==> config.mk <==
export PLATFORM = sky130hd
export DESIGN_NAME = i2c_bit_level_master_top
export DESIGN_NICKNAME = d
export VERILOG_FILES = /design/src/sv/i2cbm_pkg.sv /design/src/sv/i2c_bit_level_master_top.sv
export VERILOG_INCLUDE_DIRS = /design/src /design/src/sv
export SDC_FILE = /design/constraint.sdc
export NUM_CORES = 1
export LEC_CHECK = 0
export ABC_AREA = 1
export ABC_CLOCK_PERIOD_IN_PS = 3400
export BUFFER_PORTS_ARGS = -buffer_cell sky130_fd_sc_hd__buf_2
export CAP_MARGIN = 15
export CORE_MARGIN = 3
export CORE_UTILIZATION = 45
export CTS_BUF_LIST = sky130_fd_sc_hd__clkbuf_8
export CTS_CLUSTER_SIZE = 8
export DETAILED_ROUTE_END_ITERATION = 8
export PLACE_DENSITY_LB_ADDON = 0.08
export SLEW_MARGIN = 20
export SYNTH_ARGS = -nofsm -noshare
export SYNTH_HDL_FRONTEND = slang
export SYNTH_SLANG_ARGS = --single-unit
==> constraint.sdc <==
create_clock -name clk -period 3.4 [get_ports clk]
set_input_delay 0.17 -clock clk [delete_from_list [all_inputs] [get_ports clk]]
set_output_delay 0.17 -clock clk [all_outputs]
set_load 0.02 [all_outputs]
==> src/sv/i2c_bit_level_master_top_assert.svh <==
// ----------------------------------------------------------------------------
// I2C bit-level master assertion macros
// Shared concurrent assertion forms, clocked on clk, disabled in reset.
// ----------------------------------------------------------------------------
`ifndef I2C_BIT_LEVEL_MASTER_TOP_ASSERT_SVH
`define I2C_BIT_LEVEL_MASTER_TOP_ASSERT_SVH

// Same-cycle implication
`define I2CBM_ASSERT_NOW(label, ante, cons, msg) \
    label: assert property (@(posedge clk) disable iff (!rst_n) (ante) |-> (cons)) \
        else $error(msg);

// Next-cycle implication
`define I2CBM_ASSERT_NEXT(label, ante, cons, msg) \
    label: assert property (@(posedge clk) disable iff (!rst_n) (ante) |=> (cons)) \
        else $error(msg);

`endif

==> src/sv/i2cbm_pkg.sv <==
// ----------------------------------------------------------------------------
// I2C bit-level master package
// Command codes, sequencer modes, register indexes and phase tables.
// ----------------------------------------------------------------------------
package i2cbm_pkg;

    // Command codes carried by op
    localparam logic [2:0] OP_NONE  = 3'd0;
    localparam logic [2:0] OP_START = 3'd1;
    localparam logic [2:0] OP_STOP  = 3'd2;
    localparam logic [2:0] OP_WRITE = 3'd3;
    localparam logic [2:0] OP_WAIT  = 3'd4;
    localparam logic [2:0] OP_READ  = 3'd5;

    // Configuration register indexes
    localparam int unsigned CFG_IDX_W = 2;
    localparam logic [CFG_IDX_W-1:0] CFG_HALF_PERIOD = 2'd0;
    localparam logic [CFG_IDX_W-1:0] CFG_ACK_TIMEOUT = 2'd1;

    // Register reset values
    localparam logic [15:0] HALF_PERIOD_RST = 16'd10;
    localparam logic [15:0] ACK_TIMEOUT_RST = 16'd1000;

    // Sub-step of a write bit cell
    localparam logic [1:0] WR_SET_SDA  = 2'd0;
    localparam logic [1:0] WR_SCL_HIGH = 2'd1;
    localparam logic [1:0] WR_SCL_LOW  = 2'd2;

    // Sequencer mode
    typedef enum logic [5:0] {
        MODE_IDLE  = 6'b000001,
        MODE_START = 6'b000010,
        MODE_STOP  = 6'b000100,
        MODE_WRITE = 6'b001000,
        MODE_WAIT  = 6'b010000,
        MODE_READ  = 6'b100000
    } mode_t;

    // Map a command code to its mode
    function automatic mode_t op_to_mode(input logic [2:0] code);
        mode_t m;
        unique case (code)
            OP_START: m = MODE_START;
            OP_STOP:  m = MODE_STOP;
            OP_WRITE: m = MODE_WRITE;
            OP_WAIT:  m = MODE_WAIT;
            OP_READ:  m = MODE_READ;
            default:  m = MODE_IDLE;
        endcase
        return m;
    endfunction

    // Number of phases of each command
    function automatic logic [4:0] phase_total(input mode_t m);
        logic [4:0] n;
        unique case (m)
            MODE_START: n = 5'd4;
            MODE_STOP:  n = 5'd3;
            MODE_WRITE: n = 5'd25;
            MODE_WAIT:  n = 5'd1;
            MODE_READ:  n = 5'd20;
            default:    n = 5'd1;
        endcase
        return n;
    endfunction

    // Sub-step of a write phase, phases 1 to 24 form eight three-step bit cells
    function automatic logic [1:0] wr_sub(input logic [4:0] idx);
        logic [1:0] k;
        unique case (idx)
            5'd1, 5'd4, 5'd7, 5'd10, 5'd13, 5'd16, 5'd19, 5'd22: k = WR_SET_SDA;
            5'd2, 5'd5, 5'd8, 5'd11, 5'd14, 5'd17, 5'd20, 5'd23: k = WR_SCL_HIGH;
            default:                                              k = WR_SCL_LOW;
        endcase
        return k;
    endfunction

endpackage

==> src/sv/i2c_bit_level_master_top.sv <==
// ----------------------------------------------------------------------------
// I2C bit-level master
// Steps SCL/SDA phase sequences for start, stop, write, wait-ack and read.
// ----------------------------------------------------------------------------
// Each request is one bus tick and the block takes one request every clock
// cycle while in_stall is low. A tick is worked out by the sequencer logic
// in the cycle it is taken, and its result (line levels, busy, done, read
// byte, ack failure) sits in an output register from the next cycle. The
// only limit on rate is the result register: while a result waits and
// out_stall is high, in_stall is high too; otherwise requests flow one per
// cycle. Configuration registers are written through a separate port that
// is always ready; a new value takes effect at the next phase load.
`include "i2c_bit_level_master_top_assert.svh"

module i2c_bit_level_master_top
(
    input  logic                            clk,
    input  logic                            rst_n,
    // tick requests
    input  logic                            in_valid,
    output logic                            in_stall,
    input  logic [2:0]                      op,
    input  logic [7:0]                      write_byte,
    input  logic                            send_ack,
    input  logic                            sda_sample,
    // results
    output logic                            out_valid,
    input  logic                            out_stall,
    output logic                            scl_level,
    output logic                            sda_level,
    output logic                            busy_res,
    output logic                            done_res,
    output logic [7:0]                      read_byte,
    output logic                            ack_failed,
    // configuration writes
    input  logic                            cfg_valid,
    output logic                            cfg_ready,
    input  logic [i2cbm_pkg::CFG_IDX_W-1:0] cfg_index,
    input  logic [15:0]                     cfg_data
);

    // Configuration registers
    logic [15:0] half_reg;
    logic [15:0] tmo_cfg_reg;

    // Sequencer state
    i2cbm_pkg::mode_t mode_reg, mode_next;
    logic [4:0]  phase_reg, phase_next;
    logic [15:0] delay_reg, delay_next;
    logic [3:0]  bit_cnt_reg, bit_cnt_next;
    logic [7:0]  shift_reg, shift_next;
    logic [15:0] tmo_reg, tmo_next;
    logic        scl_reg, scl_next;
    logic        sda_reg, sda_next;
    logic        ack_reg, ack_next;
    logic        fail_reg, fail_next;
    logic [7:0]  rd_reg, rd_next;
    logic        done_reg, done_next;
    logic        out_valid_reg, out_valid_next;

    // Working values
    logic        accept;
    logic [15:0] hold;
    logic [15:0] dly;
    logic [4:0]  pidx;
    logic        enter_en;
    logic [4:0]  enter_idx;

    assign cfg_ready = 1'b1;
    assign in_stall  = out_valid_reg & out_stall;
    assign accept    = in_valid & ~in_stall;
    assign hold      = (half_reg == 16'd0) ? 16'd1 : half_reg;

    // Write configuration registers
    always_ff @(posedge clk or negedge rst_n)
    begin
        if (!rst_n)
        begin
            half_reg    <= i2cbm_pkg::HALF_PERIOD_RST;
            tmo_cfg_reg <= i2cbm_pkg::ACK_TIMEOUT_RST;
        end
        else if (cfg_valid && cfg_ready)
        begin
            if (cfg_index == i2cbm_pkg::CFG_HALF_PERIOD)
            begin
                half_reg <= cfg_data;
            end
            if (cfg_index == i2cbm_pkg::CFG_ACK_TIMEOUT)
            begin
                tmo_cfg_reg <= cfg_data;
            end
        end
    end

    // Advance the sequencer by one tick
    always_comb
    begin
        mode_next    = mode_reg;
        phase_next   = phase_reg;
        delay_next   = delay_reg;
        bit_cnt_next = bit_cnt_reg;
        shift_next   = shift_reg;
        tmo_next     = tmo_reg;
        scl_next     = scl_reg;
        sda_next     = sda_reg;
        ack_next     = ack_reg;
        fail_next    = fail_reg;
        rd_next      = rd_reg;
        done_next    = done_reg;
        enter_en     = 1'b0;
        enter_idx    = 5'd0;
        pidx         = phase_reg + 5'd1;
        dly          = (delay_reg != 16'd0) ? delay_reg - 16'd1 : delay_reg;

        if (accept)
        begin
            done_next = 1'b0;
            priority if (mode_reg == i2cbm_pkg::MODE_IDLE)
            begin
                // Load a new command
                if (op >= i2cbm_pkg::OP_START && op <= i2cbm_pkg::OP_READ)
                begin
                    mode_next    = i2cbm_pkg::op_to_mode(op);
                    phase_next   = 5'd0;
                    bit_cnt_next = 4'd0;
                    shift_next   = (op == i2cbm_pkg::OP_WRITE) ? write_byte : 8'd0;
                    ack_next     = send_ack;
                    delay_next   = hold;
                    enter_en     = 1'b1;
                    enter_idx    = 5'd0;
                end
            end
            else if (mode_reg == i2cbm_pkg::MODE_WAIT && phase_reg == 5'd1)
            begin
                // Poll for acknowledge
                if (!sda_sample)
                begin
                    scl_next   = 1'b0;
                    fail_next  = 1'b0;
                    mode_next  = i2cbm_pkg::MODE_IDLE;
                    phase_next = 5'd0;
                    done_next  = 1'b1;
                end
                else if (tmo_reg == 16'd0)
                begin
                    fail_next  = 1'b1;
                    mode_next  = i2cbm_pkg::MODE_IDLE;
                    phase_next = 5'd0;
                    done_next  = 1'b1;
                end
                else
                begin
                    tmo_next = tmo_reg - 16'd1;
                end
            end
            else
            begin
                // Count down the phase hold, then leave and enter phases
                delay_next = dly;
                if (dly == 16'd0)
                begin
                    if (mode_reg == i2cbm_pkg::MODE_READ && phase_reg < 5'd16
                        && !phase_reg[0])
                    begin
                        shift_next   = {shift_reg[6:0], sda_sample};
                        bit_cnt_next = bit_cnt_reg + 4'd1;
                    end
                    phase_next = pidx;
                    if (pidx < i2cbm_pkg::phase_total(mode_reg))
                    begin
                        enter_en   = 1'b1;
                        enter_idx  = pidx;
                        delay_next = hold;
                    end
                    else if (mode_reg == i2cbm_pkg::MODE_WAIT)
                    begin
                        scl_next   = 1'b1;
                        tmo_next   = tmo_cfg_reg;
                        phase_next = 5'd1;
                    end
                    else
                    begin
                        if (mode_reg == i2cbm_pkg::MODE_READ)
                        begin
                            rd_next = shift_next;
                        end
                        mode_next  = i2cbm_pkg::MODE_IDLE;
                        phase_next = 5'd0;
                        done_next  = 1'b1;
                    end
                end
            end
        end

        // Drive the lines for the phase being entered
        if (enter_en)
        begin
            unique case (mode_next)
                i2cbm_pkg::MODE_START:
                begin
                    priority if (enter_idx == 5'd0) sda_next = 1'b1;
                    else if (enter_idx == 5'd1)     scl_next = 1'b1;
                    else if (enter_idx == 5'd2)     sda_next = 1'b0;
                    else                            scl_next = 1'b0;
                end
                i2cbm_pkg::MODE_STOP:
                begin
                    priority if (enter_idx == 5'd0)
                    begin
                        scl_next = 1'b0;
                        sda_next = 1'b0;
                    end
                    else if (enter_idx == 5'd1) scl_next = 1'b1;
                    else                        sda_next = 1'b1;
                end
                i2cbm_pkg::MODE_WRITE:
                begin
                    if (enter_idx == 5'd0)
                    begin
                        scl_next = 1'b0;
                    end
                    else
                    begin
                        unique case (i2cbm_pkg::wr_sub(enter_idx))
                            i2cbm_pkg::WR_SET_SDA:
                            begin
                                sda_next   = shift_next[7];
                                shift_next = {shift_next[6:0], 1'b0};
                            end
                            i2cbm_pkg::WR_SCL_HIGH:
                            begin
                                scl_next = 1'b1;
                            end
                            default:
                            begin
                                scl_next     = 1'b0;
                                bit_cnt_next = bit_cnt_next + 4'd1;
                            end
                        endcase
                    end
                end
                i2cbm_pkg::MODE_WAIT:
                begin
                    sda_next = 1'b1;
                end
                i2cbm_pkg::MODE_READ:
                begin
                    priority if (enter_idx < 5'd16)
                    begin
                        if (!enter_idx[0])
                        begin
                            scl_next = 1'b1;
                            sda_next = 1'b1;
                        end
                        else
                        begin
                            scl_next = 1'b0;
                        end
                    end
                    else if (enter_idx == 5'd16) scl_next = 1'b0;
                    else if (enter_idx == 5'd17) sda_next = ~ack_next;
                    else if (enter_idx == 5'd18) scl_next = 1'b1;
                    else                         scl_next = 1'b0;
                end
                default:
                begin
                    scl_next = scl_next;
                end
            endcase
        end
    end

    // Hold a result until it is taken, load the next on each request
    always_comb
    begin
        if (accept)
        begin
            out_valid_next = 1'b1;
        end
        else if (out_stall)
        begin
            out_valid_next = out_valid_reg;
        end
        else
        begin
            out_valid_next = 1'b0;
        end
    end

    // State and result registers
    always_ff @(posedge clk or negedge rst_n)
    begin
        if (!rst_n)
        begin
            mode_reg      <= i2cbm_pkg::MODE_IDLE;
            phase_reg     <= 5'd0;
            delay_reg     <= 16'd0;
            bit_cnt_reg   <= 4'd0;
            shift_reg     <= 8'd0;
            tmo_reg       <= 16'd0;
            scl_reg       <= 1'b1;
            sda_reg       <= 1'b1;
            ack_reg       <= 1'b0;
            fail_reg      <= 1'b0;
            rd_reg        <= 8'd0;
            done_reg      <= 1'b0;
            out_valid_reg <= 1'b0;
        end
        else
        begin
            mode_reg      <= mode_next;
            phase_reg     <= phase_next;
            delay_reg     <= delay_next;
            bit_cnt_reg   <= bit_cnt_next;
            shift_reg     <= shift_next;
            tmo_reg       <= tmo_next;
            scl_reg       <= scl_next;
            sda_reg       <= sda_next;
            ack_reg       <= ack_next;
            fail_reg      <= fail_next;
            rd_reg        <= rd_next;
            done_reg      <= done_next;
            out_valid_reg <= out_valid_next;
        end
    end

    // Result ports
    assign out_valid  = out_valid_reg;
    assign scl_level  = scl_reg;
    assign sda_level  = sda_reg;
    assign busy_res   = (mode_reg != i2cbm_pkg::MODE_IDLE);
    assign done_res   = done_reg;
    assign read_byte  = rd_reg;
    assign ack_failed = fail_reg;

    // Checks
    `I2CBM_ASSERT_NOW(a_bit_cnt_range, 1'b1, bit_cnt_reg <= 4'd8,
        "bit counter ran past one byte")
    `I2CBM_ASSERT_NOW(a_done_idle, done_reg, mode_reg == i2cbm_pkg::MODE_IDLE,
        "done flagged while a command is still running")
    `I2CBM_ASSERT_NOW(a_poll_scl_high,
        mode_reg == i2cbm_pkg::MODE_WAIT && phase_reg == 5'd1, scl_reg,
        "SCL not released while polling for acknowledge")
    `I2CBM_ASSERT_NEXT(a_stall_holds_state, in_stall,
        $stable(mode_reg) && $stable(phase_reg) && $stable(delay_reg),
        "sequencer advanced while requests were stalled")

endmodule
==> results of run 1 <==
report_power, final:
part,leakage (nW),switching (mW),internal [mW]
Clock,0.100,0.499,0.309
Combinational,3.06,2.33,1.58
Sequential,1.20,0.234,1.43
routing by layer:
metal  global-route usage  part of all wire
met5                    0                 0
met4               0.0686             0.013
met3               0.0338             0.044
met2                0.354              0.44
met1                0.361              0.50
worst min path at each step:
stage | start | endpoint | slack, ps | depth (start not counted)
floorplan | rst_n | ack_failed$_DFFE_PN0P_ | -130 | 0
global placement | rst_n | delay_reg[9]$_DFFE_PN0P_ | 340 | 1
detailed placement | rst_n | delay_reg[11]$_DFFE_PN0P_ | 340 | 1
CTS | cfg_data[3] | half_reg[3]$_DFFE_PN1P_ | 3 | 3
global route | cfg_data[1] | half_reg[1]$_DFFE_PN1P_ | 30 | 3
finish | cfg_data[1] | half_reg[1]$_DFFE_PN1P_ | 20 | 3
synthesized netlist by cell type (8+ instances only):
library cell / n / area (um2)
nor2_4: 8 / 90.1
dfrtp_1: 86 / 2150
a21oi_1: 27 / 135
inv_1: 145 / 544
clkbuf_1: 26 / 97.6
o21ai_0: 114 / 571
o22ai_1: 16 / 100
nand2_1: 276 / 1040
nor3_1: 11 / 55.1
nor2_2: 10 / 62.6
nand4_1: 19 / 119
xor2_1: 11 / 96.3
nand2_2: 18 / 113
nor2_1: 94 / 353
ha_1: 12 / 150
dfstp_2: 11 / 289
nand3_1: 62 / 310
nor4_1: 8 / 50.1
worst register-to-register path, delay by kind of cell (launching register included):
kind	cells	cell delay [ps]
AO/OA/AOI/OAI	3	320
adder cells (fa/ha/maj)	3	790
buffers and inverters	6	590
AND/OR/NAND/NOR	10	1060
flip-flops	1	440
what timing repair did:
action	4_1_cts	5_1_grt
endpoints found under the setup margin	9	16
gates cloned	0	3
resized for setup	7	81
hold buffers	4	0
hold endpoints to repair	53	0
setup buffers	0	9
pin swaps	4	25
stage by stage:
stage / power [mW] / setup WS [ps]
after floorplan: 3.82 / 2.54
after global placement: 5.13 / -74.7
after detailed placement: 5.13 / -148
after CTS: 6.00 / 18.9
after global routing: 6.90 / -178
final: 6.38 / 70.6
cell type report:
cell class,count,area [um2],share of cell area
clock inverter,6,63.8,0.00743
tap,184,230,0.0268
clock buffer,10,138,0.0160
sequential,97,2440,0.285
timing repair buffer,152,1090,0.127
multi-input combinational,742,4070,0.474
inverter,147,556,0.0647
cell families after synthesis:
kind of cell | count (synthesis)
other cells | 1
simple gates | 519
xor+xnor | 12
buf+inv | 180
flops | 97
fa+ha+maj | 12
compound gates | 192
mux | 3
==> metrics.md, run 1 <==
| Metric | Value |
|---|---|
| Outcome | completed |
| Slowest CP cell | dfrtp_2 |
| Critical path type | reg -> reg |
| Compound-Gate Fraction of Synth Area | 0.156 |
| Max incr delay on CP | 440 ps |
| Relative slew slack | 0.278 |
| Mapped cell area | 6830 um2 |
| Number of synthesized flops with an enable pin | 0 |
| Mean post-synth cell area | 6.72 um2 |
| Clock transition at path regs | ~110 ps |
| DRT Pass-1 Iters | 4 |
| Post-synthesis adder-cell area fraction | 0.0220 |
| Share of cells above drive strength 1 | 0.256 |
| Ys async rst share | 1.00 |
| Placer Congestion | 0.926 |
| Die extent in x | 129 um |
| Worst path top cell family by delay | simple AND/OR/NAND/NOR gates |
| Max-cap violations | 0 |
| H-tree depth | 3 |
| DR vias/cell | approximately 5.2 |
| Crit Path Max Fanout | 7 |
| Xor/xnor share of the synthesized area | 0.0154 |
| Placement Cell Area | 7880 um2 |
| CTS root buffer | clkbuf_8 |
| Dpl cells | ~1300 |
| Min Tclk post-route | 3330 ps |
| I/O pin cnt | 52 |
| CTS Buf Count | 9 |
| Initial core utilization | 0.465 |
| CP Cell Sequence | buf_4 -> ha_1 -> inv_1 -> ha_1 -> a21oi_2 -> o21a_1 -> nand2_2 -> inv_2 -> nand2_2 -> nor4_4 -> inv_2 -> ha_4 -> inv_2 -> nand4_1 -> nand3_2 -> nand3_2 -> nand3_2 -> nor2_4 -> buf_6 -> nand2_8 -> nand2_2 -> o21ai_2 |
| Hold slack final | 19.3 ps |
| Critical Path AT | 3610 ps |
| CP Capture Point | shift_reg[6]$_DFF_PN0_ |
| Hold Crit Class | in -> reg |
| Buffers on Ports | 50 |
| Number of remaining DRC errors | 0 |
| Yosys Warn Count | 0 |
| Fillers | about 1400 |
| Largest net degree at the start of global routing | 63 |
| Clk_lat worst skew | 390 ps |
| WP depth | 22 |
| Max Buffers Root-to-Sink | 2 |
| Fmax | 300 MHz |
| Tot GR Track Use | 0.238 |
| Final setup fails | 0 |
| RR Endpoint | shift_reg[6]$_DFF_PN0_ |
| Sequential-to-total area share from yosys stat | 0.357 |
| Worst-margin pin slew | 1080 ps |
| Post-Layout Cell Count | 1338 |
| #FFs+latches synth | 97 |
| Nets | around 1200 |
| Final Cell Area | roughly 8600 um2 |
| Initial antenna violation count | 0 |
| Largest family of logic cells by synthesized area | simple AND/OR/NAND/NOR gates |
| Avg WL per Cell | 14.8 um |
| Hpwl dp | 14.7 mm |
| ANT cells | 0 |
| Row Count | 44 |
| CP required | 3680 ps |
| RSZ-0062 raised after global routing | yes |
| Power per cell area | 743 nW/um2 |
| First-pass GRT wire length | 31.6 mm |
| Via Count | ~6900 |
| # clock sinks | 97 |
| Tcrit/Tclk final | 0.979 |
| Syn Inst Count | 1016 |
| Final Hold Violating Endpoints | 0 |
| Startpoint types | flop |
| Final wirelength | 19.9 mm |
| Synth cell types | 42 |
| Worst Setup SP | phase_reg[0]$_DFFE_PN0P_ |
| Multiplexer area fraction after synthesis | 0.00440 |
| Util after Layout | 0.584 |
| Initial DRC Count | around 580 |
| Die height | around 130 um |
| Crit end category | flop |
| P&R area growth vs syn | 25.7% |
| Slew Viols, Final | 0 |
| Critical R2R Launch | phase_reg[0]$_DFFE_PN0P_ |
| Die area | 16700 um2 |
| Most frequent cells in the layout | nand2_1 (254), inv_1 (138), o21ai_0 (111) |
| Buf+Inv Stages, Crit Path | 6 |
| FF-to-FF path depth | 22 |
| Synth Area in Simple Gates | 0.341 |
| TritonCTS clock tree | built |
| Vias in the first global route | a little over 6000 |
| Skew final | 12.0 ps |
| Core area | 14700 um2 |
| Setup slack, reg-to-reg | 70 ps |
| Leak Pwr | 4.36 nW |
| Commonest non-fill, non-tap cell in the layout | nand2_1 |
| Top_reg_cell synth | dfrtp_1 |
| Grt ovf | 0 |
| Final ANT Viol Nets | 0 |
| Fin Setup TNS | 0 ps |
| VDD IR-drop max | 0.363 mV |
| Syn Nets | 1064 |
Note: power is estimated with default switching activity, not from simulation.
==> run 2: changes to the inputs <==
--- a/config.mk
+++ b/config.mk
@@ -16,6 +16,7 @@
 export CTS_CLUSTER_SIZE = 8
 export DETAILED_ROUTE_END_ITERATION = 8
 export PLACE_DENSITY_LB_ADDON = 0.08
+export SETUP_SLACK_MARGIN = 0.2
 export SLEW_MARGIN = 20
 export SYNTH_ARGS = -nofsm -noshare
 export SYNTH_HDL_FRONTEND = slang
==> metrics.md, run 2 (synthesis gave the netlist of run 1 again) <==
| Metric | Value |
|---|---|
| Seq pwr share | 0.254 (-0.007) |
| Clk_lat worst skew | 390 ps (about the same) |
| CP required | 3680 ps (about the same) |
| H-tree depth | 3 (unchanged) |
| Max-cap violations | 0 (unchanged) |
| Skew final | 8.13 ps (-3.85 ps) |
| DR vias/cell | 5.18 (+0.23%) |
| Die area | 16700 um2 (unchanged) |
| Placement Cell Area | 7900 um2 (+0.19%) |
| # clock sinks | 97 (unchanged) |
| DRT Pass-1 Iters | 5 (+1) |
| Share of cells above drive strength 1 | 0.259 (+0.00228) |
| VDD IR-drop max | 0.367 mV (+1.0%) |
| Final wirelength | 20.2 mm (+1.5%) |
| Leak Pwr | 4.45 nW (+2.0%) |
| Internal | 3.46 mW (+4.4%) |
| Commonest non-fill, non-tap cell in the layout | nand2_1 |
| Worst-margin pin slew | 1030 ps (-53.3 ps) |
| Initial DRC Count | 441 (-24%) |
| RSZ-0062 raised after global routing | yes |
| Nets | 1210 (+1.1%) |
| Number of remaining DRC errors | 0 (unchanged) |
| Die height | 129 um (unchanged) |
| Power per cell area | 756 nW/um2 (+1.8%) |
| Placer Congestion | 0.906 (-2.1%) |
| Setup WS pre-CTS | -143 ps (+5.20 ps) |
| HP Start | cfg_data[1] |
| Initial core utilization | 0.465 (unchanged) |
| Via Count | 7001 (+1.2%) |
| Final Hold Violating Endpoints | 0 (unchanged) |
| Switching part of the total power | 0.469 (-0.0104) |
| CTS Buf Count | 9 (unchanged) |
| Slew Viols, Final | 0 (unchanged) |
| Fillers | 1425 (+0.35%) |
| Combinational power share | 0.622 (+0.009) |
| Tot GR Track Use | 0.249 (+0.0104) |
| I/O pin cnt | 52 (unchanged) |
| Reg area | 2440 um2 (about the same) |
| PnR worst setup slack | 80.7 ps (+10.2 ps) |
| Slowest CP cell | dfrtp_2 |
| Util after Layout | 0.587 (+0.00306) |
| CP Cell Sequence | ha_4 -> nand3_4 -> xor2_2 -> inv_1 -> ha_4 -> a21oi_2 -> o21a_1 -> nand2_2 -> inv_2 -> nand2_2 -> nor4_4 -> inv_1 -> ha_1 -> inv_1 -> nand4_1 -> nand2_1 -> nand3b_1 -> nand2_2 -> nor2_4 -> buf_12 -> nand2_8 -> nand2_1 -> o21ai_2 |
| Hold Crit Depth | 3 (unchanged) |
| Clock power share | 0.125 (-0.002) |
| RR Endpoint | shift_reg[1]$_DFF_PN0_ |
| Multi-input logic area | 4040 um2 (-0.62%) |
| Pwr Total | 6.53 mW (+2.4%) |
| Setup slack, reg-to-reg | 80 ps (about the same) |
| First-pass GRT wire length | 32.9 mm (+4.1%) |
| Relative slew slack | 0.314 (+0.0357) |
| Outcome | completed |
| Final ANT Viol Nets | 0 (unchanged) |
| Final Cell Area | 8630 um2 (+0.52%) |
| Dpl cells | 1308 (+0.15%) |
| Crit end category | flop |
| Psw | 3.06 mW (+0.12%) |
| CTS root buffer | clkbuf_8 |
| Core area | 14700 um2 (unchanged) |
| Max incr delay on CP | 450 ps (about the same) |
| P&R area growth vs syn | 26.4% |
| Crit Path Max Fanout | 7 (unchanged) |
| Largest net degree at the start of global routing | 61 (-3.2%) |
| Critical R2R Launch | phase_reg[0]$_DFFE_PN0P_ |
| Row Count | 44 (unchanged) |
| Critical Path AT | 3600 ps (about the same) |
| Startpoint types | flop |
| Grt ovf | 0 (unchanged) |
| Buffers on Ports | 50 (unchanged) |
| TritonCTS clock tree | built |
| Die extent in x | 129 um (unchanged) |
| Most frequent cells in the layout | nand2_1 (261), inv_1 (139), o21ai_0 (112) |
| Worst hold endpoint | half_reg[1]$_DFFE_PN1P_ |
| Fmax | 301 MHz (+0.31%) |
| Post-Layout Cell Count | 1351 (+0.97%) |
| Avg WL per Cell | 14.9 um (+0.50%) |
| FF-to-FF path depth | 23 (+4.5%) |
| Clock transition at path regs | 100 ps (about the same) |
| Vias in the first global route | 6546 (+5.5%) |
| Initial antenna violation count | 0 (unchanged) |
| Min Tclk post-route | 3320 ps (-10.2 ps) |
| Final setup fails | 0 (unchanged) |
| Max Buffers Root-to-Sink | 2 (unchanged) |
| Critical path type | reg -> reg |
| Hold Crit Class | in -> reg |
| Hpwl dp | 14.8 mm (+0.43%) |
| Tcrit/Tclk final | 0.976 (-0.00299) |
| ANT cells | 0 (unchanged) |
-- run 2: layer usage --
metal  up-vias  part of all wire  global-route usage
met2       164              0.44               0.380
met5         -                 0                   0
met4         0             0.021              0.0809
li1       3580                 -                   -
met1      3225              0.48               0.357
met3        32             0.051              0.0466
-- run 2: worst max path at each step --
stage	from	endpoint	slack (ps)	depth (start not counted)
after floorplan	phase_reg[0]$_DFFE_PN0P_	shift_reg[4]$_DFF_PN0_	3	24
after global placement	delay_reg[0]$_DFFE_PN0P_	shift_reg[1]$_DFF_PN0_	-50	25
after detailed placement	delay_reg[0]$_DFFE_PN0P_	shift_reg[2]$_DFF_PN0_	-140	23
after CTS	delay_reg[7]$_DFFE_PN0P_	sda_level$_DFFE_PN1P_	160	25
after global routing	delay_reg[5]$_DFFE_PN0P_	sda_level$_DFFE_PN1P_	-240	25
final	phase_reg[0]$_DFFE_PN0P_	shift_reg[1]$_DFF_PN0_	80	23
-- run 2: cell type report --
class                           count  area share
Clock inverter                      7     0.00899
Timing Repair inverter              1    0.000580
Sequential cell                    97       0.283
Multi-Input combinational cell    742       0.468
Tap cell                          184      0.0267
Clock buffer                        9      0.0143
Inverter                          147      0.0644
Timing Repair Buffer              164       0.134
-- run 2: worst max-delay path: cells and delay by family (launching register included) --
| family | cells | cell delay [ps] |
|---|---|---|
| XOR/XNOR | 1 | 140 |
| buffers and inverters | 5 | 450 |
| flip-flops | 1 | 450 |
| AND/OR/NAND/NOR | 11 | 1100 |
| AO/OA/AOI/OAI | 3 | 360 |
| adder cells (fa/ha/maj) | 3 | 700 |
-- run 2: what timing repair did --
action | CTS | global route
pin swaps | 34 | 5
hold buffers | 4 | 0
hold endpoints to repair | 53 | 0
gates cloned | 3 | 1
resized for setup | 44 | 30
setup buffers | 15 | 4
endpoints found under the setup margin | 16 | 19
-- run 2: power by group through the flow --
stage | clock network (mW) | registers (mW) | logic (mW)
final | 0.814 | 1.65 | 4.06
after global routing | 0.877 | 1.69 | 4.50
after CTS | 0.832 | 1.65 | 3.89
after detailed placement | 0 | 1.64 | 3.56
after global placement | 0 | 1.64 | 3.59
after floorplan | 0 | 1.65 | 2.17
-- run 2: through the flow --
| step | setup TNS, ps | hold WS [ps] |
|---|---|---|
| 2_1_floorplan | 0 | -126 |
| 3_3_place_gp | -284 | 329 |
| 3_5_place_dp | -979 | 321 |
| 4_1_cts | 0 | 0.507 |
| 5_1_grt | -1700 | 29.0 |
| 6_report | 0 | 19.4 |
==> run 3: changes to the inputs <==
--- a/config.mk
+++ b/config.mk
@@ -8,13 +8,13 @@
 export LEC_CHECK = 0
 export ABC_AREA = 1
 export ABC_CLOCK_PERIOD_IN_PS = 3400
-export BUFFER_PORTS_ARGS = -buffer_cell sky130_fd_sc_hd__buf_2
 export CAP_MARGIN = 15
 export CORE_MARGIN = 3
 export CORE_UTILIZATION = 45
 export CTS_BUF_LIST = sky130_fd_sc_hd__clkbuf_8
-export CTS_CLUSTER_SIZE = 8
+export CTS_CLUSTER_SIZE = 14
 export DETAILED_ROUTE_END_ITERATION = 8
+export DONT_BUFFER_PORTS = 1
 export PLACE_DENSITY_LB_ADDON = 0.08
 export SETUP_SLACK_MARGIN = 0.2
 export SLEW_MARGIN = 20
==> constraint.sdc (replaced) <==
create_clock -name clk -period 3.4 [get_ports clk]
set_input_delay 0.85 -clock clk [delete_from_list [all_inputs] [get_ports clk]]
set_output_delay 0.85 -clock clk [all_outputs]
set_load 0.02 [all_outputs]
==> metrics.md, run 3 (synthesis gave the netlist of run 1 again) <==
| Metric | Value |
|---|---|
| Outcome | completed |
| CTS root buffer | clkbuf_8 |
| Min Tclk post-route | 3360 ps (+43.2 ps) |
| Slew Viols, Final | 0 (unchanged) |
| P&R area growth vs syn | 24.3% |
| DRT Pass-1 Iters | 5 (unchanged) |
| Core area | 14700 um2 (unchanged) |
| Final ANT Viol Nets | 0 (unchanged) |
| Slowest CP cell | dfrtp_1 |
| TritonCTS clock tree | built |
| Hpwl dp | 14.5 mm (-2.0%) |
| Max-cap violations | 0 (unchanged) |
| CP required | 3680 ps (about the same) |
| Dpl cells | 1263 (-3.4%) |
| CP Cell Sequence | nor2_2 -> nand2_2 -> nor2_4 -> nand2_4 -> clkbuf_2 -> buf_4 -> nand2_1 -> nand2_1 -> nor2_2 -> nand2_2 -> nor2_8 -> nand3_4 -> nand2_1 -> nand3_1 -> a21oi_2 -> nand3_2 -> nor2_4 -> nand2_2 -> nor2_4 -> buf_12 -> nand2_8 -> nand2_1 -> o21ai_2 |
| Most frequent cells in the layout | nand2_1 (250), inv_1 (136), o21ai_0 (112) |
| Placement Cell Area | 7670 um2 (-2.9%) |
| Critical path type | reg -> reg |
| Fin Setup TNS | 0 ps (unchanged) |
| Startpoint types | flop |
| Die extent in x | 129 um (unchanged) |
| H-tree depth | 3 (unchanged) |
| Hold slack final | 140 ps (+120 ps) |
| Tot GR Track Use | 0.237 (-0.0113) |
| Crit end category | flop |
| Commonest non-fill, non-tap cell in the layout | nand2_1 |
| Relative slew slack | 0.460 (+0.146) |
| Max incr delay on CP | 450 ps (about the same) |
| Most common cell on crit path | nand2_1 |
| DR vias/cell | 5.28 (+1.9%) |
| Final wirelength | 19.9 mm (-1.2%) |
| PnR worst setup slack | 37.6 ps (-43.2 ps) |
| Final Cell Area | 8490 um2 (-1.7%) |
| Max Buffers Root-to-Sink | 2 (unchanged) |
| Crit Path Max Fanout | 8 (+1) |
| Row Count | 44 (unchanged) |
| Initial DRC Count | 625 (+42%) |
| Power per cell area | 768 nW/um2 (+1.6%) |
| Final setup fails | 0 (unchanged) |
| Fmax | 297 MHz (-1.3%) |
| Worst-margin pin slew | 808 ps (-218 ps) |
| Hold Crit Class | in -> async |
| Skew final | 13.1 ps (+4.98 ps) |
| Via Count | 6881 (-1.7%) |
| CTS Buf Count | 9 (unchanged) |
| Tcrit/Tclk final | 0.989 (+0.0127) |
| Vias in the first global route | 6133 (-6.3%) |
| VDD IR-drop max | 0.295 mV (-20%) |
| Share of cells above drive strength 1 | 0.251 (-0.00767) |
| Initial antenna violation count | 0 (unchanged) |
| RSZ-0062 raised after global routing | yes |
| ANT cells | 0 (unchanged) |
| First-pass GRT wire length | 31.4 mm (-4.6%) |
| Leak Pwr | 4.23 nW (-5.0%) |
| # clock sinks | 97 (unchanged) |
| Avg WL per Cell | 15.3 um (+2.4%) |
| Pwr Total | 6.52 mW (about the same) |
| Final Hold Violating Endpoints | 0 (unchanged) |
| Buffers on Ports | 0 (-100%) |
| Util after Layout | 0.578 (-0.00970) |
| Nets | 1162 (-4.0%) |
| Die area | 16700 um2 (unchanged) |
| Grt ovf | 0 (unchanged) |
| Setup WS pre-CTS | -146 ps (-2.59 ps) |
| I/O pin cnt | 52 (unchanged) |
| Die height | 129 um (unchanged) |
| Critical Path AT | 3640 ps (+40 ps) |
| Largest net degree at the start of global routing | 98 (+61%) |
| Placer Congestion | 0.930 (+2.7%) |
| Clk_lat worst skew | 390 ps (about the same) |
| Initial core utilization | 0.465 (unchanged) |
| Clock transition at path regs | 110 ps (about the same) |
| Number of remaining DRC errors | 0 (unchanged) |
| Post-Layout Cell Count | 1303 (-3.6%) |
[run 3: cell types whose count changed in the layout (fill, tap and decap cells not counted), sizes merged]
cell,delta
clkinv,+1
buf,-45
clkinvlp,+1
dlygate4sd3,-4
clkbuf,+1
inv,-1
bufinv,-1
[run 3: what timing repair did]
action | 4_1_cts | 5_1_grt
hold buffers | 0 | 0
endpoints found under the setup margin | 10 | 18
buffers inserted | 7 | 13
resized for setup | 33 | 77
cloned | 1 | 3
hold endpoints to repair | 0 | 0
pin swaps | 17 | 27
[run 3: report_power, final]
part | switching (mW) | internal, mW | total [mW]
logic | 2.37 | 1.71 | 4.08
registers | 0.265 | 1.43 | 1.70
clock network | 0.472 | 0.279 | 0.751
[run 3: worst paths after layout]
path | start | endpoint | slack [ps] | cells past startpoint
max | delay_reg[10]$_DFFE_PN0P_ | shift_reg[7]$_DFF_PN0_ | 40 | 23
min | rst_n | delay_reg[11]$_DFFE_PN0P_ | 140 | 0
max reg2reg | delay_reg[10]$_DFFE_PN0P_ | shift_reg[7]$_DFF_PN0_ | 40 | 23
min reg2reg | tmo_cfg_reg[10]$_DFFE_PN0P_ | tmo_cfg_reg[10]$_DFFE_PN0P_ | 500 | 2
max in group asynchronous | rst_n | mode_reg[0]$_DFF_PN1_ | 3000 | 0
min in group clk | tmo_cfg_reg[10]$_DFFE_PN0P_ | tmo_cfg_reg[10]$_DFFE_PN0P_ | 500 | 2
[run 3: area by class of cell]
type / instances / area (um2)
well taps: 184 / 230
clock buffers: 9 / 124
inverters: 147 / 558
repair inverters: 1 / 5.00
multi-input cells: 742 / 4140
flip-flops and latches: 97 / 2440
fillers: 1425 / 6210
repair buffers: 116 / 923
clock inverters: 7 / 60.1
[run 3: worst max-delay path: cells and delay by family (launching register included)]
kind / cells / cell delay [ps]
buf+inv: 3 / 430
flops: 1 / 450
compound gates: 2 / 240
simple gates: 18 / 2150
[run 3: routing by layer]
metal,routed length (um),global-route usage
met1,9800,0.358
met3,995,0.0346
met2,8870,0.362
met5,0,0
met4,246,0.0525
